### src/hw/rtl/igt_pkg.sv
// Package for the indexed graph table: operation and status codes, and the
// command and status structs that join the controller and the datapath.
// No dependencies.
`timescale 1ns / 1ps

package igt_pkg;

  // Operation codes of an input item.
  localparam logic [2:0] OP_APPEND  = 3'd0;
  localparam logic [2:0] OP_INSERT  = 3'd1;
  localparam logic [2:0] OP_REMOVE  = 3'd2;
  localparam logic [2:0] OP_CONNECT = 3'd3;
  localparam logic [2:0] OP_READ    = 3'd4;

  // Status codes of a result item.
  localparam logic [2:0] ST_OK      = 3'd0;
  localparam logic [2:0] ST_FULL    = 3'd1;
  localparam logic [2:0] ST_NOKEY   = 3'd2;
  localparam logic [2:0] ST_BADPOS  = 3'd3;
  localparam logic [2:0] ST_DEGFULL = 3'd4;

  // Source of the slot-map read address that addresses the node memory.
  typedef enum logic [1:0] {MS_I, MS_POS, MS_NB, MS_A} map_sel_t;

  // Adjacency memory write kinds.
  typedef enum logic [1:0] {AW_NONE, AW_INS, AW_RM, AW_CON} adj_wr_t;

  // Node memory write kinds.
  typedef enum logic [1:0] {NW_NONE, NW_NEW, NW_DEG, NW_INC} node_wr_t;

  // Slot-map updates.
  typedef enum logic [1:0] {MO_NONE, MO_INS, MO_REM} map_op_t;

  // Output register loads.
  typedef enum logic [1:0] {OL_NONE, OL_STAT, OL_NODE, OL_NB} out_ld_t;

  // Commands from the controller to the datapath.
  typedef struct packed {
    logic     capture;
    logic     i_clr;
    logic     i_inc;
    logic     j_clr;
    logic     j_inc;
    logic     phys_ld;
    logic     rec_ld;
    logic     fa_ld;
    logic     fb_ld;
    logic     st_set;
    logic [2:0] st_code;
    map_sel_t map_sel;
    adj_wr_t  adj_wr;
    node_wr_t node_wr;
    map_op_t  map_op;
    logic     cnt_inc;
    logic     cnt_dec;
    out_ld_t  out_ld;
    logic     out_last;
  } cmd_t;

  // Status from the datapath to the controller.
  typedef struct packed {
    logic [2:0] op;
    logic       full;
    logic       bad_ins;
    logic       bad_rd;
    logic       i_end;
    logic       hit_a;
    logic       hit_b;
    logic       q_deg_zero;
    logic       q_deg_full;
    logic       j_last;
    logic       out_busy;
  } stat_t;

endpackage

### src/hw/rtl/igt_ctrl.sv
// Controller of the indexed graph table: a one-hot state machine that
// sequences lookups, adjacency sweeps, table updates and result emission.
// Depends on igt_pkg.
`timescale 1ns / 1ps

module igt_ctrl import igt_pkg::*; (
  input  logic  clk,
  input  logic  rst,
  input  logic  in_valid,
  output logic  in_ready,
  input  stat_t st,
  output cmd_t  cmd
);

  typedef enum logic [22:0] {
    S_IDLE  = 23'h000001,
    S_DISP  = 23'h000002,
    S_FA    = 23'h000004,
    S_FAQ   = 23'h000008,
    S_FB    = 23'h000010,
    S_FBQ   = 23'h000020,
    S_RMSH  = 23'h000040,
    S_ROW   = 23'h000080,
    S_ROWQ  = 23'h000100,
    S_ARD   = 23'h000200,
    S_AWR   = 23'h000400,
    S_ROWWR = 23'h000800,
    S_PUT   = 23'h001000,
    S_CREC  = 23'h002000,
    S_CCHK  = 23'h004000,
    S_CWR   = 23'h008000,
    S_RREC  = 23'h010000,
    S_RRECQ = 23'h020000,
    S_RADJ  = 23'h040000,
    S_RNB   = 23'h080000,
    S_RNK   = 23'h100000,
    S_EMIT  = 23'h200000,
    S_EMITN = 23'h400000
  } state_t;

  state_t state, state_next;

  // State register.
  always_ff @(posedge clk) begin
    if (rst) begin
      state <= S_IDLE;
    end else begin
      state <= state_next;
    end
  end

  assign in_ready = (state == S_IDLE);

  // Next state and commands.
  always_comb begin
    state_next = state;
    cmd = '0;
    case (state)
      S_IDLE: begin
        if (in_valid) begin
          cmd.capture = 1'b1;
          state_next = S_DISP;
        end
      end
      S_DISP: begin
        case (st.op)
          OP_APPEND: begin
            if (st.full) begin
              cmd.st_set = 1'b1;
              cmd.st_code = ST_FULL;
              state_next = S_EMIT;
            end else begin
              state_next = S_PUT;
            end
          end
          OP_INSERT: begin
            if (st.full) begin
              cmd.st_set = 1'b1;
              cmd.st_code = ST_FULL;
              state_next = S_EMIT;
            end else if (st.bad_ins) begin
              cmd.st_set = 1'b1;
              cmd.st_code = ST_BADPOS;
              state_next = S_EMIT;
            end else begin
              cmd.i_clr = 1'b1;
              state_next = S_ROW;
            end
          end
          OP_REMOVE, OP_CONNECT: begin
            cmd.i_clr = 1'b1;
            state_next = S_FA;
          end
          OP_READ: begin
            if (st.bad_rd) begin
              cmd.st_set = 1'b1;
              cmd.st_code = ST_BADPOS;
              state_next = S_EMIT;
            end else begin
              state_next = S_RREC;
            end
          end
          default: state_next = S_EMIT;
        endcase
      end
      // Linear search for key A.
      S_FA: begin
        cmd.map_sel = MS_I;
        if (st.i_end) begin
          cmd.st_set = 1'b1;
          cmd.st_code = ST_NOKEY;
          state_next = S_EMIT;
        end else begin
          state_next = S_FAQ;
        end
      end
      S_FAQ: begin
        cmd.map_sel = MS_I;
        if (st.hit_a) begin
          cmd.fa_ld = 1'b1;
          if (st.op == OP_REMOVE) begin
            state_next = S_RMSH;
          end else begin
            cmd.i_clr = 1'b1;
            state_next = S_FB;
          end
        end else begin
          cmd.i_inc = 1'b1;
          state_next = S_FA;
        end
      end
      // Linear search for key B.
      S_FB: begin
        cmd.map_sel = MS_I;
        if (st.i_end) begin
          cmd.st_set = 1'b1;
          cmd.st_code = ST_NOKEY;
          state_next = S_EMIT;
        end else begin
          state_next = S_FBQ;
        end
      end
      S_FBQ: begin
        cmd.map_sel = MS_I;
        if (st.hit_b) begin
          cmd.fb_ld = 1'b1;
          state_next = S_CREC;
        end else begin
          cmd.i_inc = 1'b1;
          state_next = S_FB;
        end
      end
      // Drop the node from the slot map, then renumber the rest.
      S_RMSH: begin
        cmd.map_op = MO_REM;
        cmd.cnt_dec = 1'b1;
        cmd.i_clr = 1'b1;
        state_next = S_ROW;
      end
      // Adjacency sweep over every row in use.
      S_ROW: begin
        cmd.map_sel = MS_I;
        cmd.phys_ld = 1'b1;
        if (st.i_end) begin
          state_next = (st.op == OP_INSERT) ? S_PUT : S_EMIT;
        end else begin
          state_next = S_ROWQ;
        end
      end
      S_ROWQ: begin
        cmd.rec_ld = 1'b1;
        cmd.j_clr = 1'b1;
        if (st.q_deg_zero) begin
          cmd.i_inc = 1'b1;
          state_next = S_ROW;
        end else begin
          state_next = S_ARD;
        end
      end
      S_ARD: state_next = S_AWR;
      S_AWR: begin
        cmd.adj_wr = (st.op == OP_INSERT) ? AW_INS : AW_RM;
        cmd.j_inc = 1'b1;
        if (!st.j_last) begin
          state_next = S_ARD;
        end else if (st.op == OP_INSERT) begin
          cmd.i_inc = 1'b1;
          state_next = S_ROW;
        end else begin
          state_next = S_ROWWR;
        end
      end
      S_ROWWR: begin
        cmd.node_wr = NW_DEG;
        cmd.i_inc = 1'b1;
        state_next = S_ROW;
      end
      // Write the new node and grow the table.
      S_PUT: begin
        cmd.node_wr = NW_NEW;
        cmd.map_op = (st.op == OP_INSERT) ? MO_INS : MO_NONE;
        cmd.cnt_inc = 1'b1;
        state_next = S_EMIT;
      end
      // Add an edge to the source row.
      S_CREC: begin
        cmd.map_sel = MS_A;
        cmd.phys_ld = 1'b1;
        state_next = S_CCHK;
      end
      S_CCHK: begin
        cmd.rec_ld = 1'b1;
        if (st.q_deg_full) begin
          cmd.st_set = 1'b1;
          cmd.st_code = ST_DEGFULL;
          state_next = S_EMIT;
        end else begin
          state_next = S_CWR;
        end
      end
      S_CWR: begin
        cmd.adj_wr = AW_CON;
        cmd.node_wr = NW_INC;
        state_next = S_EMIT;
      end
      // Read a node and walk its neighbor list.
      S_RREC: begin
        cmd.map_sel = MS_POS;
        cmd.phys_ld = 1'b1;
        state_next = S_RRECQ;
      end
      S_RRECQ: begin
        cmd.rec_ld = 1'b1;
        cmd.j_clr = 1'b1;
        state_next = st.q_deg_zero ? S_EMITN : S_RADJ;
      end
      S_RADJ: state_next = S_RNB;
      S_RNB: begin
        cmd.map_sel = MS_NB;
        state_next = S_RNK;
      end
      S_RNK: begin
        cmd.map_sel = MS_NB;
        if (!st.out_busy) begin
          cmd.out_ld = OL_NB;
          cmd.out_last = st.j_last;
          cmd.j_inc = 1'b1;
          state_next = st.j_last ? S_IDLE : S_RADJ;
        end
      end
      S_EMIT: begin
        if (!st.out_busy) begin
          cmd.out_ld = OL_STAT;
          cmd.out_last = 1'b1;
          state_next = S_IDLE;
        end
      end
      S_EMITN: begin
        if (!st.out_busy) begin
          cmd.out_ld = OL_NODE;
          cmd.out_last = 1'b1;
          state_next = S_IDLE;
        end
      end
      default: state_next = S_IDLE;
    endcase
  end

endmodule

### src/hw/rtl/igt_dpath.sv
// Datapath of the indexed graph table: input capture, slot map, node and
// adjacency memories, loop counters and the output register.
// Depends on igt_pkg.
`timescale 1ns / 1ps

module igt_dpath import igt_pkg::*; #(
  parameter int MAX_NODES  = 16,
  parameter int MAX_DEGREE = 16,
  parameter int KEY_BITS   = 16
) (
  input  logic        clk,
  input  logic        rst,
  input  logic [71:0] in_data,
  input  logic [4:0]  node_limit,
  input  cmd_t        cmd,
  output stat_t       st,
  output logic        out_valid,
  input  logic        out_ready,
  output logic [71:0] out_data,
  output logic        out_user,
  output logic        out_last
);

  localparam int IW  = $clog2(MAX_NODES);
  localparam int CW  = $clog2(MAX_NODES + 1);
  localparam int DGW = $clog2(MAX_DEGREE + 1);
  localparam int JW  = (MAX_DEGREE > 1) ? $clog2(MAX_DEGREE) : 1;
  localparam int ADEPTH = MAX_NODES * (2 ** JW);

  typedef struct packed {
    logic [KEY_BITS-1:0] key;
    logic [15:0]         x;
    logic [15:0]         y;
    logic [DGW-1:0]      deg;
  } rec_t;

  // Captured input item.
  logic [2:0]          op_r;
  logic [KEY_BITS-1:0] ka;
  logic [KEY_BITS-1:0] kb;
  logic [15:0]         px;
  logic [15:0]         py;
  logic [4:0]          pos_r;
  logic [2:0]          status_r;

  // Table control state.
  logic [CW-1:0]  count;
  logic [IW-1:0]  slot_map [MAX_NODES];
  logic [CW-1:0]  i;
  logic [DGW-1:0] j;
  logic [DGW-1:0] keep;
  logic [IW-1:0]  phys;
  logic [IW-1:0]  idx_a;
  logic [IW-1:0]  idx_b;
  rec_t           rec;

  // Memories.
  rec_t          node_mem [MAX_NODES];
  logic [IW-1:0] adj_mem  [ADEPTH];
  rec_t          node_q;
  logic [IW-1:0] adj_q;

  logic [IW-1:0] map_ra;
  logic [IW-1:0] node_ra;
  logic [IW+JW-1:0] adj_ra;
  logic [31:0]   cap;

  // Output item being assembled.
  logic [71:0]   out_data_next;
  logic          out_user_next;

  // Capture of the input item and the status code.
  always_ff @(posedge clk) begin
    if (cmd.capture) begin
      op_r  <= in_data[2:0];
      ka    <= KEY_BITS'(in_data[18:3]);
      kb    <= KEY_BITS'(in_data[34:19]);
      px    <= in_data[50:35];
      py    <= in_data[66:51];
      pos_r <= in_data[71:67];
    end
    if (cmd.capture) begin
      status_r <= ST_OK;
    end else if (cmd.st_set) begin
      status_r <= cmd.st_code;
    end
  end

  // Slot map read port.
  always_comb begin
    case (cmd.map_sel)
      MS_I:    map_ra = IW'(i);
      MS_POS:  map_ra = IW'(pos_r);
      MS_NB:   map_ra = adj_q;
      MS_A:    map_ra = idx_a;
      default: map_ra = IW'(i);
    endcase
    node_ra = slot_map[map_ra];
    adj_ra  = {phys, JW'(j)};
  end

  // Slot map, node count and loop registers.
  always_ff @(posedge clk) begin
    if (rst) begin
      count <= '0;
      i     <= '0;
      j     <= '0;
      keep  <= '0;
      for (int k = 0; k < MAX_NODES; k++) begin
        slot_map[k] <= IW'(k);
      end
    end else begin
      if (cmd.cnt_inc) count <= count + 1'b1;
      if (cmd.cnt_dec) count <= count - 1'b1;
      if (cmd.i_clr) i <= '0;
      else if (cmd.i_inc) i <= i + 1'b1;
      if (cmd.j_clr) j <= '0;
      else if (cmd.j_inc) j <= j + 1'b1;
      if (cmd.j_clr) keep <= '0;
      else if (cmd.adj_wr == AW_RM && adj_q != idx_a) keep <= keep + 1'b1;
      // Rotate the map so logical order follows the table.
      for (int k = 0; k < MAX_NODES; k++) begin
        if (cmd.map_op == MO_INS) begin
          if (k == int'(pos_r)) slot_map[k] <= slot_map[IW'(count)];
          else if (k > int'(pos_r) && k <= int'(count)) slot_map[k] <= slot_map[k-1];
        end else if (cmd.map_op == MO_REM) begin
          if (k == int'(count) - 1) slot_map[k] <= slot_map[idx_a];
          else if (k >= int'(idx_a) && k < int'(count) - 1) slot_map[k] <= slot_map[k+1];
        end
      end
    end
  end

  // Working registers of the current row.
  always_ff @(posedge clk) begin
    if (cmd.phys_ld) phys <= node_ra;
    if (cmd.rec_ld) rec <= node_q;
    if (cmd.fa_ld) idx_a <= IW'(i);
    if (cmd.fb_ld) idx_b <= IW'(i);
  end

  // Node memory: one write port, one registered read port.
  always_ff @(posedge clk) begin
    case (cmd.node_wr)
      NW_NEW: node_mem[slot_map[IW'(count)]] <= '{key: ka, x: px, y: py, deg: '0};
      NW_DEG: node_mem[phys] <= '{key: rec.key, x: rec.x, y: rec.y, deg: keep};
      NW_INC: node_mem[phys] <= '{key: rec.key, x: rec.x, y: rec.y, deg: rec.deg + 1'b1};
      default: ;
    endcase
    node_q <= node_mem[node_ra];
  end

  // Adjacency memory: one write port, one registered read port.
  always_ff @(posedge clk) begin
    case (cmd.adj_wr)
      AW_INS: adj_mem[adj_ra] <= (adj_q >= IW'(pos_r)) ? adj_q + 1'b1 : adj_q;
      AW_RM: begin
        if (adj_q != idx_a) begin
          adj_mem[{phys, JW'(keep)}] <= (adj_q > idx_a) ? adj_q - 1'b1 : adj_q;
        end
      end
      AW_CON: adj_mem[{phys, JW'(rec.deg)}] <= idx_b;
      default: ;
    endcase
    adj_q <= adj_mem[adj_ra];
  end

  // Status toward the controller.
  always_comb begin
    if (node_limit == 5'd0) cap = 32'd1;
    else if (32'(node_limit) > 32'(MAX_NODES)) cap = 32'(MAX_NODES);
    else cap = 32'(node_limit);
    st.op         = op_r;
    st.full       = 32'(count) >= cap;
    st.bad_ins    = 32'(pos_r) > 32'(count);
    st.bad_rd     = 32'(pos_r) >= 32'(count);
    st.i_end      = i >= count;
    st.hit_a      = node_q.key == ka;
    st.hit_b      = node_q.key == kb;
    st.q_deg_zero = node_q.deg == '0;
    st.q_deg_full = node_q.deg >= DGW'(MAX_DEGREE);
    st.j_last     = j == rec.deg - 1'b1;
    st.out_busy   = out_valid && !out_ready;
  end

  // Output item assembly.
  always_comb begin
    out_data_next = '0;
    out_user_next = 1'b0;
    case (cmd.out_ld)
      OL_STAT: out_data_next[2:0] = status_r;
      OL_NODE: begin
        out_data_next[2:0]   = ST_OK;
        out_data_next[18:3]  = 16'(rec.key);
        out_data_next[34:19] = rec.x;
        out_data_next[50:35] = rec.y;
      end
      OL_NB: begin
        out_data_next[2:0]   = ST_OK;
        out_data_next[18:3]  = 16'(rec.key);
        out_data_next[34:19] = rec.x;
        out_data_next[50:35] = rec.y;
        out_data_next[54:51] = 4'(adj_q);
        out_data_next[70:55] = 16'(node_q.key);
        out_user_next        = 1'b1;
      end
      default: ;
    endcase
  end

  // Output register.
  always_ff @(posedge clk) begin
    if (rst) begin
      out_valid <= 1'b0;
    end else if (cmd.out_ld != OL_NONE) begin
      out_valid <= 1'b1;
    end else if (out_ready) begin
      out_valid <= 1'b0;
    end
    if (cmd.out_ld != OL_NONE) begin
      out_data <= out_data_next;
      out_user <= out_user_next;
      out_last <= cmd.out_last;
    end
  end

endmodule

### src/hw/rtl/indexed_graph_table_core.sv
// Indexed graph table top level: stream ports, capacity register, and the
// controller and datapath. Depends on igt_pkg, igt_ctrl and igt_dpath.
// One item at a time. Remove and insert sweep the stored edges of every row
// in use, and remove and connect look up their keys by linear search. Reset
// (rst, synchronous) empties the table, sets capacity to 16 and drops any
// pending result; no clearing pass.
`timescale 1ns / 1ps

module indexed_graph_table_core import igt_pkg::*; #(
  parameter int MAX_NODES  = 16,
  parameter int MAX_DEGREE = 16,
  parameter int KEY_BITS   = 16
) (
  input  logic        clk,
  input  logic        rst,
  input  logic        s_tvalid,
  output logic        s_tready,
  // op[2:0], key_a[18:3], key_b[34:19], pos_x[50:35], pos_y[66:51],
  // position[71:67]
  input  logic [71:0] s_tdata,
  output logic        m_tvalid,
  input  logic        m_tready,
  // status[2:0], node_key[18:3], node_x[34:19], node_y[50:35],
  // neighbor_index[54:51], neighbor_key[70:55], zero pad[71]
  output logic [71:0] m_tdata,
  // neighbor_valid[0]
  output logic        m_tuser,
  output logic        m_tlast,
  input  logic        cfg_valid,
  output logic        cfg_ready,
  input  logic [4:0]  cfg_data
);

  logic [4:0] node_limit;
  cmd_t       cmd;
  stat_t      st;

  // Capacity register.
  assign cfg_ready = 1'b1;
  always_ff @(posedge clk) begin
    if (rst) begin
      node_limit <= 5'd16;
    end else if (cfg_valid) begin
      node_limit <= cfg_data;
    end
  end

  igt_ctrl u_ctrl (
    .clk      (clk),
    .rst      (rst),
    .in_valid (s_tvalid),
    .in_ready (s_tready),
    .st       (st),
    .cmd      (cmd)
  );

  igt_dpath #(
    .MAX_NODES  (MAX_NODES),
    .MAX_DEGREE (MAX_DEGREE),
    .KEY_BITS   (KEY_BITS)
  ) u_dpath (
    .clk        (clk),
    .rst        (rst),
    .in_data    (s_tdata),
    .node_limit (node_limit),
    .cmd        (cmd),
    .st         (st),
    .out_valid  (m_tvalid),
    .out_ready  (m_tready),
    .out_data   (m_tdata),
    .out_user   (m_tuser),
    .out_last   (m_tlast)
  );

endmodule
### config.mk
export PLATFORM = sky130hd
export DESIGN_NAME = indexed_graph_table_core
export DESIGN_NICKNAME = d
export VERILOG_FILES = /design/src/hw/rtl/igt_pkg.sv /design/src/hw/rtl/igt_ctrl.sv /design/src/hw/rtl/igt_dpath.sv /design/src/hw/rtl/indexed_graph_table_core.sv
export SDC_FILE = /design/constraint.sdc
export NUM_CORES = 2
export LEC_CHECK = 0
export ABC_CLOCK_PERIOD_IN_PS = 16790
export BUFFER_PORTS_ARGS = -buffer_cell sky130_fd_sc_hd__buf_2
export CAP_MARGIN = 20
export CORE_ASPECT_RATIO = 1.1
export CORE_MARGIN = 4
export CORE_UTILIZATION = 45
export DETAILED_ROUTE_END_ITERATION = 12
export SLEW_MARGIN = 20
export SYNTH_ARGS = -nofsm -noshare
export SYNTH_HDL_FRONTEND = slang
export SYNTH_SLANG_ARGS = --single-unit
### constraint.sdc
create_clock -name clk -period 16.79 [get_ports clk]
set_input_delay 2.5185 -clock clk [delete_from_list [all_inputs] [get_ports clk]]
set_output_delay 2.5185 -clock clk [all_outputs]
set_load 0.03 [all_outputs]
==> impl_results.md <==
* Core Area at 0.204 mm²
* Post-Syn Area at 0.0923 mm²
* Worst-path maximum fanout at 89
* Placed Area at 0.0963 mm²
* Max-slew headroom at 23.5%
* Max Buffers Root-to-Sink at 3
* Ratio of final minimum period to clock period at 41.5%
* Clk pwr share at 43.4%
* Clk Tree Root Cell: clkbuf_16
* Top Ports at 159
* Crit path buf inv count at 3
* Wire length per cell at 29.0 µm
* GRT Util Overall at 22.7%
* Area Growth Syn to Fin at 12.4%
* Critical setup path kind: reg -> reg
* DR vias/cell at 6.00
* Static Leakage at 32.8 nW
* Final WL at 244000 µm
* Crit-path max cell delay at 0.88 ns
* Reg clk slew, reported paths at 0.07 ns
* Row cnt at 174
* DR vias at 50400
* Initial antenna violation count at 3
* Detailed-route DRC error count at 0
* GP Congestion at 1.00
* Mapped Avg Cell Area at 17.3 µm²
* Layout Nets at 5610
* Hpwl dp at 139000 µm
* Vias in the first global route at 50500
* Worst skew pair latency at 0.89 ns
* Synth cell types at 86
* Seq cells post-synth at 2263
* RSZ-0062 raised after global routing: no
* Max_cap viols at 0
* Initial drt markers at 5484
* Slowest stage cell, crit path: buf_4
* Max-slew violations at 0
* Hold_ws at 0.374 ns
* Routed Antenna Nets at 0
* CTS tree: done
* Switching part of the total at 20.6%
* Syn Inst Count at 5327
* Die W at 440 µm
* Cts hold-fix bufs at 0
* Drt first pass iters at 8
* Die area at 0.212 mm²
* Setup violators final at 0
* Top post-synthesis cells by count: edfxtp_1, nor2_1, mux2i_1, mux4_2, nand2_1
* First-pass GRT wire length at 353000 µm
* Arr. time, crit path at 7.71 ns
* Asr flop ratio synth at 0%
* Initial Util at 45.2%
* Most common cell in the netlist: edfxtp_1
* CP top delay family: buffers and inverters
* Worst Skew at 0.0662 ns
* Postcts setup bufs at 0
* VDD IR max at 0.0998 mV
* Post-synth EDFFs at 2146
* Worst slew pin tran at 1.15 ns
* Sequential share of power at 54.2%
* Final instance area at 0.104 mm²
* H-tree Lvls at 4
* Synth area leaders: edfxtp_1, mux4_2, mux2i_1, dfxtp_1, nor2_1
* Setup tns final at 0 ns
* Portion of total power attributed to combinational logic at 2.4%
* Status: completed
* Gr ovfl total at 0
* Number of port buffers at 156
* Fmax at 144 MHz
* Die height at 483 µm
* Hold Crit Class: reg -> reg
* CTS sink count at 2263
* Sequential-to-total area share from yosys stat at 72.4%
* Cell internal pwr at 9.17 mW
* Post-synth top area share at 69.8%
* Post-Place Worst Slack at 9.95 ns
* Layout cell share with drive strength beyond 1 at 19.6%
* Crit. End Element: flip-flop
* Critical path, cell by cell: nor4_2 > nand3_2 > or4_1 > o41ai_4 > nor3_2 > a221o_1 > mux2i_1 > mux2i_4 > inv_8 > buf_4 > buf_4 > mux2i_1 > o22ai_1 > a2111oi_0 > nand2_1
* Psw at 2.38 mW
* Post-CTS sizing at 0
* Crit path time final at 6.96 ns
* Yosys top cell by area: edfxtp_1
* Critical Path RT at 17.54 ns
* Critical path startpoint category: flip-flop
* Most used DFF post-synth: edfxtp_1
* Final hold vios at 0
* Synthesized net count at 5449
* Largest net degree at the start of global routing at 245
* Pwr per Cell Area at 111 mW/mm²
* Synth warn at 0
* Final Worst Setup Slack at 9.83 ns
* Cts bufs inserted at 220
## final cells by class
class | count | area (µm²)
Tap cell | 2728 | 3410
Inverter | 50 | 195
Multi-Input combinational cell | 2711 | 24400
Fill cell | 16700 | 100000
Sequential cell | 2263 | 66800
Clock inverter | 141 | 1570
Antenna cell | 4 | 10.0
Timing Repair Buffer | 242 | 1540
Clock buffer | 269 | 5790
## power by group through the flow
| stage | sequential [mW] | combinational, mW | clock, mW |
|---|---|---|---|
| 3_5_place_dp | 6.37 | 0.276 | 0 |
| 3_3_place_gp | 6.38 | 0.269 | 0 |
| 4_1_cts | 6.26 | 0.278 | 5.10 |
| 6_report | 6.26 | 0.278 | 5.02 |
| 2_1_floorplan | 6.36 | 0.173 | 0 |
| 5_1_grt | 6.25 | 0.302 | 5.34 |
## worst paths after layout
check,startpoint,to,slack [ns],cells past startpoint
worst max register to register,u_ctrl.state[8]$_SDFFE_PP0P_,u_dpath.node_q[19]$_DFF_P_,9.83,15
worst min register to register,u_dpath.node_q[26]$_DFF_P_,u_dpath.rec[26]$_DFFE_PP_,0.37,0
worst max-delay path,u_ctrl.state[8]$_SDFFE_PP0P_,u_dpath.node_q[19]$_DFF_P_,9.83,15
worst min-delay path,u_dpath.node_q[26]$_DFF_P_,u_dpath.rec[26]$_DFFE_PP_,0.37,0
## stage by stage
step / util (%) / total power [mW] / std cells
6_report: 50.8 / 11.6 / 8408
5_1_grt: 50.8 / 11.9 / 8406
4_1_cts: 50.7 / 11.6 / 8402
3_5_place_dp: 47.1 / 6.65 / 7992
3_3_place_gp: 47.1 / 6.64 / 7992
2_1_floorplan: - / 6.53 / 5327
## state kept, by name, indices dropped and copies added (netlist names), 23 cells and up, named ones only
name,count
u_dpath.out_data,71
u_dpath.rec,53
u_dpath.slot_map,64
u_dpath.node_q,53
u_dpath.adj_mem,1024
u_dpath.node_mem,848
u_ctrl.state,23
## worst register-to-register path, delay by kind of cell (launching register included)
kind	cells	cell delay (ns)
mux	3	0.91
simple gates	5	1.83
flops	1	0.36
buf+inv	3	2.54
compound gates	4	1.21
## layout by cell type (no fill, tap or decap), types with 22 or more instances in the layout
cell type	n
edfxtp_1	2146
nor2_1	431
mux2i_1	409
mux4_2	377
nand2_1	281
clkbuf_16	221
o22ai_1	168
buf_2	156
dfxtp_1	113
a21oi_1	88
buf_4	77
mux2_2	76
o21ai_0	75
nand3_1	63
and2_1	62
nor3_1	59
xor2_1	49
clkinv_2	48
o2bb2ai_1	47
a2111oi_0	46
inv_1	45
clkinv_1	42
and3_1	41
clkbuf_1	40
ha_1	39
o211ai_1	31
nor4_1	28
bufinv_16	27
nand4_1	25
a211oi_1	22
## logic make-up (layout without fill, tap and decap cells)
kind of cell	Yosys count	count (layout)	synth area share (%)
flops	2263	2263	72.4
simple gates	1126	1126	5.65
mux	867	867	14.6
compound gates	606	606	4.54
buf+inv	353	702	1.58
xor+xnor	70	70	0.664
fa+ha+maj	40	40	0.550
other cells	2	6	0.00814
## layer usage
metal	part of all wire (%)	GRT usage, %	up-vias
met2	47	36.0	2047
met3	6.8	3.49	472
met5	0	0	-
met4	3.2	7.34	0
met1	43	32.7	26300
li1	-	-	21600
Power figures use the tool's default switching activity.
